===== src/rtl/svf_pkg.sv =====
// Shared types, widths and saturation helper for the state-variable filter.
`default_nettype none
package svf_pkg;

  localparam int XW = 24;
  localparam int CW = 16;
  localparam int QW = 28;
  localparam int PW = 45;
  localparam int MW = 31;
  localparam int AW = 34;
  localparam int RSH = 14;

  typedef logic signed [XW-1:0] smp_t;
  typedef logic [CW-1:0] coef_t;
  typedef logic signed [QW-1:0] q_t;
  typedef logic signed [PW-1:0] prod_t;
  typedef logic signed [MW-1:0] mres_t;
  typedef logic signed [AW-1:0] acc_t;

  localparam acc_t QMAX = 34'sd134217727;
  localparam acc_t QMIN = -34'sd134217728;
  localparam prod_t RND = 45'sd8192;

  typedef struct packed {
    logic start;
    logic out_free;
  } svf_ctl_t;

  typedef struct packed {
    logic ready;
    logic done;
  } svf_stat_t;

  function automatic q_t sat_q(input acc_t v);
    q_t r;
    if (v > QMAX) begin
      r = q_t'(QMAX);
    end else if (v < QMIN) begin
      r = q_t'(QMIN);
    end else begin
      r = v[QW-1:0];
    end
    return r;
  endfunction

endpackage
`default_nettype wire


===== src/rtl/svf_ifs.sv =====
// Request channel interfaces for filter samples and filter results.
`default_nettype none
interface svf_in_if;
  import svf_pkg::*;
  logic valid;
  logic ready;
  smp_t sample_in;
  coef_t freq_coef;
  coef_t damping_coef;
  modport source(output valid, output sample_in, output freq_coef, output damping_coef,
                 input ready);
  modport sink(input valid, input sample_in, input freq_coef, input damping_coef,
               output ready);
endinterface

interface svf_out_if;
  import svf_pkg::*;
  logic valid;
  logic ready;
  q_t lowpass_out;
  q_t highpass_out;
  q_t bandpass_out;
  q_t notch_out;
  modport source(output valid, output lowpass_out, output highpass_out,
                 output bandpass_out, output notch_out, input ready);
  modport sink(input valid, input lowpass_out, input highpass_out,
               input bandpass_out, input notch_out, output ready);
endinterface
`default_nettype wire


===== src/rtl/svf_mul.sv =====
// Shared Q5.23 by Q2.14 multiplier with registered product and rounding.
`default_nettype none
module svf_mul (
  input  wire logic           clk,
  input  wire svf_pkg::q_t    a,
  input  wire svf_pkg::coef_t c,
  output svf_pkg::mres_t      m
);
  import svf_pkg::*;

  prod_t prod;
  prod_t biased;

  always_ff @(posedge clk) begin
    prod <= a * $signed({1'b0, c});
  end

  assign biased = prod + RND;
  assign m = biased[PW-1:RSH];

endmodule
`default_nettype wire


===== src/rtl/svf_core.sv =====
// Pass sequencer and integrator state around the shared multiplier.
`default_nettype none
module svf_core #(
  parameter int OVERSAMPLE = 4
) (
  input  wire logic              clk,
  input  wire logic              rst,
  input  wire svf_pkg::svf_ctl_t ctl,
  input  wire svf_pkg::smp_t     sample_in,
  input  wire svf_pkg::coef_t    freq_coef,
  input  wire svf_pkg::coef_t    damping_coef,
  output svf_pkg::svf_stat_t     stat,
  output svf_pkg::q_t            lp,
  output svf_pkg::q_t            hp,
  output svf_pkg::q_t            bp
);
  import svf_pkg::*;

  localparam int PCW = (OVERSAMPLE > 1) ? $clog2(OVERSAMPLE) : 1;
  localparam logic [PCW-1:0] LAST = PCW'(OVERSAMPLE - 1);

  typedef enum logic [6:0] {
    ST_IDLE   = 7'b0000001,
    ST_MUL_LP = 7'b0000010,
    ST_LP     = 7'b0000100,
    ST_HP     = 7'b0001000,
    ST_MUL_BP = 7'b0010000,
    ST_BP     = 7'b0100000,
    ST_DONE   = 7'b1000000
  } state_t;

  state_t state;
  state_t state_next;
  logic [PCW-1:0] pass;
  smp_t x;
  coef_t f;
  coef_t d;
  q_t lps;
  q_t bps;
  q_t hpr;
  q_t mul_a;
  coef_t mul_c;
  mres_t m;

  svf_mul u_mul (
    .clk (clk),
    .a   (mul_a),
    .c   (mul_c),
    .m   (m)
  );

  always_comb begin
    case (state)
      ST_LP:     begin mul_a = bps; mul_c = d; end
      ST_MUL_BP: begin mul_a = hpr; mul_c = f; end
      default:   begin mul_a = bps; mul_c = f; end
    endcase
  end

  always_comb begin
    state_next = state;
    case (state)
      ST_IDLE:   if (ctl.start) state_next = ST_MUL_LP;
      ST_MUL_LP: state_next = ST_LP;
      ST_LP:     state_next = ST_HP;
      ST_HP:     state_next = ST_MUL_BP;
      ST_MUL_BP: state_next = ST_BP;
      ST_BP:     state_next = (pass == LAST) ? ST_DONE : ST_MUL_LP;
      ST_DONE:   if (ctl.out_free) state_next = ST_IDLE;
      default:   state_next = ST_IDLE;
    endcase
  end

  always_ff @(posedge clk) begin
    if (rst) begin
      state <= ST_IDLE;
      pass <= '0;
      lps <= '0;
      bps <= '0;
    end else begin
      state <= state_next;
      case (state)
        ST_IDLE: pass <= '0;
        ST_LP:   lps <= sat_q(acc_t'(lps) + acc_t'(m));
        ST_BP: begin
          bps <= sat_q(acc_t'(m) + acc_t'(bps));
          pass <= pass + 1'b1;
        end
        default: ;
      endcase
    end
  end

  always_ff @(posedge clk) begin
    if (state == ST_IDLE && ctl.start) begin
      x <= sample_in;
      f <= freq_coef;
      d <= damping_coef;
    end
    if (state == ST_HP) begin
      hpr <= sat_q(acc_t'(x) - acc_t'(lps) - acc_t'(m));
    end
  end

  assign stat.ready = (state == ST_IDLE);
  assign stat.done = (state == ST_DONE) && ctl.out_free;
  assign lp = lps;
  assign hp = hpr;
  assign bp = bps;

endmodule
`default_nettype wire


===== src/rtl/state_variable_filter.sv =====
// Top level of the Chamberlin state-variable filter with its output register.
// Each sample request runs OVERSAMPLE passes of the two-integrator update on
// one shared multiplier; a pass steps through the MUL_LP, LP, HP, MUL_BP and
// BP states (three products plus the two additions that depend on them), and
// no new sample is accepted until the sequencer has returned to idle. A
// result the sink has not yet taken holds the sequencer in its final state
// until the output register frees up.
// The sample channel is ready only while the sequencer is idle; a finished
// result waits in the output register while the next sample is accepted.
// Integrator state is cleared by reset and saturates to the Q5.23 range.
`default_nettype none
module state_variable_filter #(
  parameter int OVERSAMPLE = 4
) (
  input  wire logic  clk,
  input  wire logic  rst,
  svf_in_if.sink     sample_ch,
  svf_out_if.source  result_ch
);
  import svf_pkg::*;

  svf_ctl_t ctl;
  svf_stat_t stat;
  q_t lp;
  q_t hp;
  q_t bp;
  logic out_valid;
  q_t lp_o;
  q_t hp_o;
  q_t bp_o;
  q_t nt_o;

  assign ctl.start = sample_ch.valid && stat.ready;
  assign ctl.out_free = !out_valid || result_ch.ready;

  svf_core #(.OVERSAMPLE(OVERSAMPLE)) u_core (
    .clk          (clk),
    .rst          (rst),
    .ctl          (ctl),
    .sample_in    (sample_ch.sample_in),
    .freq_coef    (sample_ch.freq_coef),
    .damping_coef (sample_ch.damping_coef),
    .stat         (stat),
    .lp           (lp),
    .hp           (hp),
    .bp           (bp)
  );

  always_ff @(posedge clk) begin
    if (rst) begin
      out_valid <= 1'b0;
    end else if (stat.done) begin
      out_valid <= 1'b1;
    end else if (result_ch.ready) begin
      out_valid <= 1'b0;
    end
  end

  always_ff @(posedge clk) begin
    if (stat.done) begin
      lp_o <= lp;
      hp_o <= hp;
      bp_o <= bp;
      nt_o <= sat_q(acc_t'(hp) + acc_t'(lp));
    end
  end

  assign sample_ch.ready = stat.ready;
  assign result_ch.valid = out_valid;
  assign result_ch.lowpass_out = lp_o;
  assign result_ch.highpass_out = hp_o;
  assign result_ch.bandpass_out = bp_o;
  assign result_ch.notch_out = nt_o;

  a_done_free: assert property (@(posedge clk) disable iff (rst)
    stat.done |-> (!out_valid || result_ch.ready))
    else $error("result loaded over a pending one");

  a_busy_after_accept: assert property (@(posedge clk) disable iff (rst)
    (sample_ch.valid && sample_ch.ready) |=> !sample_ch.ready)
    else $error("sample accepted while a request is in flight");

  a_done_valid: assert property (@(posedge clk) disable iff (rst)
    stat.done |=> result_ch.valid)
    else $error("finished result not presented");

endmodule
`default_nettype wire


===== src/flat_wrapper.sv =====
// flat-port wrapper written by rule: the top's interface ports become plain ports
module state_variable_filter_flat import svf_pkg::*;
#(
  parameter int OVERSAMPLE = 4
)
  (clk, rst, sample_ch_valid, sample_ch_sample_in, sample_ch_freq_coef, sample_ch_damping_coef, sample_ch_ready, result_ch_valid, result_ch_lowpass_out, result_ch_highpass_out, result_ch_bandpass_out, result_ch_notch_out, result_ch_ready);
  svf_in_if sample_ch_i ();
  svf_out_if result_ch_i ();
  input  wire logic clk;
  input  wire logic rst;
  input wire logic [$bits(sample_ch_i.valid)-1:0] sample_ch_valid;
  input wire logic [$bits(sample_ch_i.sample_in)-1:0] sample_ch_sample_in;
  input wire logic [$bits(sample_ch_i.freq_coef)-1:0] sample_ch_freq_coef;
  input wire logic [$bits(sample_ch_i.damping_coef)-1:0] sample_ch_damping_coef;
  output wire logic [$bits(sample_ch_i.ready)-1:0] sample_ch_ready;
  output wire logic [$bits(result_ch_i.valid)-1:0] result_ch_valid;
  output wire logic [$bits(result_ch_i.lowpass_out)-1:0] result_ch_lowpass_out;
  output wire logic [$bits(result_ch_i.highpass_out)-1:0] result_ch_highpass_out;
  output wire logic [$bits(result_ch_i.bandpass_out)-1:0] result_ch_bandpass_out;
  output wire logic [$bits(result_ch_i.notch_out)-1:0] result_ch_notch_out;
  input wire logic [$bits(result_ch_i.ready)-1:0] result_ch_ready;
  assign sample_ch_i.valid = sample_ch_valid;
  assign sample_ch_i.sample_in = sample_ch_sample_in;
  assign sample_ch_i.freq_coef = sample_ch_freq_coef;
  assign sample_ch_i.damping_coef = sample_ch_damping_coef;
  assign sample_ch_ready = sample_ch_i.ready;
  assign result_ch_valid = result_ch_i.valid;
  assign result_ch_lowpass_out = result_ch_i.lowpass_out;
  assign result_ch_highpass_out = result_ch_i.highpass_out;
  assign result_ch_bandpass_out = result_ch_i.bandpass_out;
  assign result_ch_notch_out = result_ch_i.notch_out;
  assign result_ch_i.ready = result_ch_ready;
  state_variable_filter #(.OVERSAMPLE(OVERSAMPLE)) u_core (.clk(clk), .rst(rst), .sample_ch(sample_ch_i), .result_ch(result_ch_i));
endmodule

===== config.mk =====
export PLATFORM = sky130hd
export DESIGN_NAME = state_variable_filter_flat
export DESIGN_NICKNAME = d
export VERILOG_FILES = /design/src/rtl/svf_pkg.sv /design/src/rtl/svf_ifs.sv /design/src/rtl/svf_mul.sv /design/src/rtl/svf_core.sv /design/src/rtl/state_variable_filter.sv /design/src/flat_wrapper.sv
export SDC_FILE = /design/constraint.sdc
export NUM_CORES = 2
export LEC_CHECK = 0
export BUFFER_PORTS_ARGS = -buffer_cell sky130_fd_sc_hd__buf_2
export CAP_MARGIN = 20
export CORE_MARGIN = 2
export CORE_UTILIZATION = 51
export CTS_CLUSTER_SIZE = 8
export DETAILED_ROUTE_END_ITERATION = 12
export PLACE_DENSITY = 0.77
export SYNTH_ARGS = -nofsm -noshare
export SYNTH_HDL_FRONTEND = slang
export SYNTH_SLANG_ARGS = --single-unit
export TNS_END_PERCENT = 20

===== constraint.sdc =====
create_clock -name clk -period 10.47 [get_ports clk]
set_input_delay 1.5705 -clock clk [delete_from_list [all_inputs] [get_ports clk]]
set_output_delay 1.5705 -clock clk [all_outputs]
set_load 0.005 [all_outputs]

==> metrics.cfg <==
[status]
status=completed

[yosys]
synth_area_um2=33900
synth-edff-count=196
yosysSeqAreaShare=0.231
synth_top_area_cell=fa_1
avgSynthCellArea_um2=9.44
ys.flop_type=edfxtp_1
ys_types=85
yosys-top-cells-count=672 x inv_1, 465 x fa_1, 373 x nand2_1, 353 x nor2_1, 262 x ha_1
syn_nets=4378
async_flop_share=0
synth_area_leaders=fa_1 27%, edfxtp_1 17%, ha_1 9.7%
synth_top_area_share=0.275
synth_warnings=0
yosysMostFrequentCell=inv_1
synth-seq-cells=294
syn_inst=3591

[setup_path]
crit_buf_inv=2
reg2reg_from=u_core.u_core.state[1]
critPathSlowestCell=mux2i_1
critical_path.most_common_cell=fa_1
cp.required_ps=10920
crit_family=adder cells
rrSetupSlack_ps=950
crit_fanout=58
critPathLaunchType=register
path_class=register to register
cp.arrival_ps=9970
critical-path-max-stage-delay_ps=1020
cp-startpoint=u_core.u_core.state[1]
end_kind=register
cp_cell_sequence=or4_1, or4b_4, mux2i_1, nor2_1, fa_1, fa_1, fa_1, fa_1, fa_1, inv_1, fa_1, inv_1, ha_1, a21oi_1, o21ai_0, nor3_1, o211ai_1, a221oi_1, o31ai_1, a21oi_1, o21bai_1, a211oi_1, nor2_1

[die]
io-pin-count=174
rows=94
coreArea_um2=65700
fp.dieW_um=262
dieArea_um2=68600
start_util=0.516
fp.dieH_um=262

[layout]
diodes=0
instances_no_fill=4630
multi_input_area_um2=23100
seq_area_um2=7850
fin_util=0.562
n_fill_cell=5634
nNetsFinal=4520
syn2layout_area_growth_pct=8.95
drive_gt1_frac=0.0948

[sta]
rsz0062_at_grt=false
fin_skew_ps=20.2
min_period_over_period=0.909
worst_slack_ps=948
setup_viol=0
tightest_slew_ps=1130
fin_crit_ps=9520
hold_violations=0
setup_tns_ps=0
slew_violations=0
max_freq_mhz=105
maxSlewHeadroom=0.223

[clock_tree]
cts_setup_buffers=0
htreeDepth=2
clock-sinks=294
cts_tree=built
clk_latency_ps=570
hold_buffers=0
clkTransAtPathRegs_ps=50
clock_path_buffers=3
ctsResizeCount=0
cts_buffers=43
cts_root_buffer=clkbuf_16

[global_routing]
antenna_found_initial=0
top_usage_layer=met2
grt-ovfl-total=0
grt_pass1_wl_um=144000
grtUsageMet3=0.0558
met2_usage=0.450
grt_use_met1=0.348
grt_pass1_vias=26800
grt_max_degree=88
grt_usage=0.272

[pwr]
p_per_area_nw_per_um2=114
p_leak_nw=17.5
vdd_drop_max_v=0.000115

[drt]
vias=25900
dr.pass1.iters=6
wl_per_cell_um=19.7
avgViaCountPerCell=5.60
drc=0
drt_iter0_markers=2062
drt-total-wl_um=91100
postRouteAntennaNets=0

[placed_design]
pre_cts_ws_ps=1040
place.port_buffers=173
place_inst=4550
dp_hpwl_um=72600
finalWeightedCongestion=0.959

[min_path]
hold_class=register to register
min-delay-start=u_core.u_core.pass[1]

[run]
drv_cap=0

-- metal layers --
layer,vias up,share of wire
met1,12700,0.40
met2,1117,0.46
met3,209,0.094
met4,0,0.043
met5,-,0
li1,11900,-
-- cell type report --
| cell class | instances | area share |
|---|---|---|
| Multi-Input combinational cell | 2518 | 0.626 |
| Sequential cell | 294 | 0.212 |
| Inverter | 672 | 0.0683 |
| Clock buffer | 74 | 0.0331 |
| Timing Repair Buffer | 204 | 0.0303 |
| Tap cell | 864 | 0.0293 |
| Clock inverter | 4 | 0.000948 |
-- final timing paths --
kind                                  endpoint  depth (start not counted)
setup reg to reg  u_core.u_core.u_mul.prod[43]                         23
hold reg to reg          u_core.u_core.pass[1]                          2
setup / recovery  u_core.u_core.u_mul.prod[43]                         23
hold / removal           u_core.u_core.pass[1]                          2
-- tightest hold or removal path: cells and delay by family (launching register included) --
family | cells | cell delay [ps]
DFF | 1 | 330
and+or+nand+nor | 1 | 80
AOI/OAI and AO/OA | 1 | 70
-- kinds of logic after synthesis --
kind of cell,share of synthesized area
AO/OA/AOI/OAI,0.114
buffers and inverters,0.0885
XOR/XNOR,0.0400
multiplexers,0.0223
AND/OR/NAND/NOR,0.132
flip-flops,0.231
adder cells (fa/ha/maj),0.372
-- per-stage QoR --
| step | hold slack [ps] | power [W] | cell area (um^2) |
|---|---|---|---|
| global route | 571 | 0.00444 | 36900 |
| detailed placement | 505 | 0.00289 | 35600 |
| CTS | 517 | 0.00423 | 36900 |
| finish | 518 | 0.00422 | 36900 |
| global placement | 492 | 0.00286 | 35600 |
| floorplan | 470 | 0.00251 | 33900 |
-- flip-flops by register name, summed over array words and instances (netlist names) --
register and cells:
u_core.u_core.bp 28, u_core.u_core.pass 2, u_core.u_core.x 24, u_core.u_core.hp 28
u_core.u_core.state 7, u_core.u_core.d 16, u_core.result_ch.valid 1, u_core.result_ch.lowpass_out 28
u_core.u_core.u_mul.prod 32, u_core.u_core.lp 28, u_core.result_ch.highpass_out 28, u_core.u_core.f 16
u_core.result_ch.bandpass_out 28, u_core.result_ch.notch_out 28
-- placed cells by master, fill, tap and decap left out, types with 29 or more instances in the layout --
master	n
ha_1	262
fa_1	465
buf_2	172
clkbuf_16	44
buf_4	30
and3_1	33
nand2b_1	31
xnor2_1	97
a21oi_1	144
edfxtp_1	196
mux2_2	29
or3_1	34
o21ai_0	87
mux2i_1	38
inv_1	672
nor2_1	353
xor2_1	58
nand3_1	31
clkbuf_1	29
nand2_1	373
dfxtp_1	98
a21o_1	86
-- power by group --
part | switching (W) | total (W) | internal, W
clock network | 0.000538 | 0.00133 | 0.000787
logic | 0.000898 | 0.00139 | 0.000492
registers | 0.0000805 | 0.00151 | 0.00143
Power figures use the tool's default switching activity.
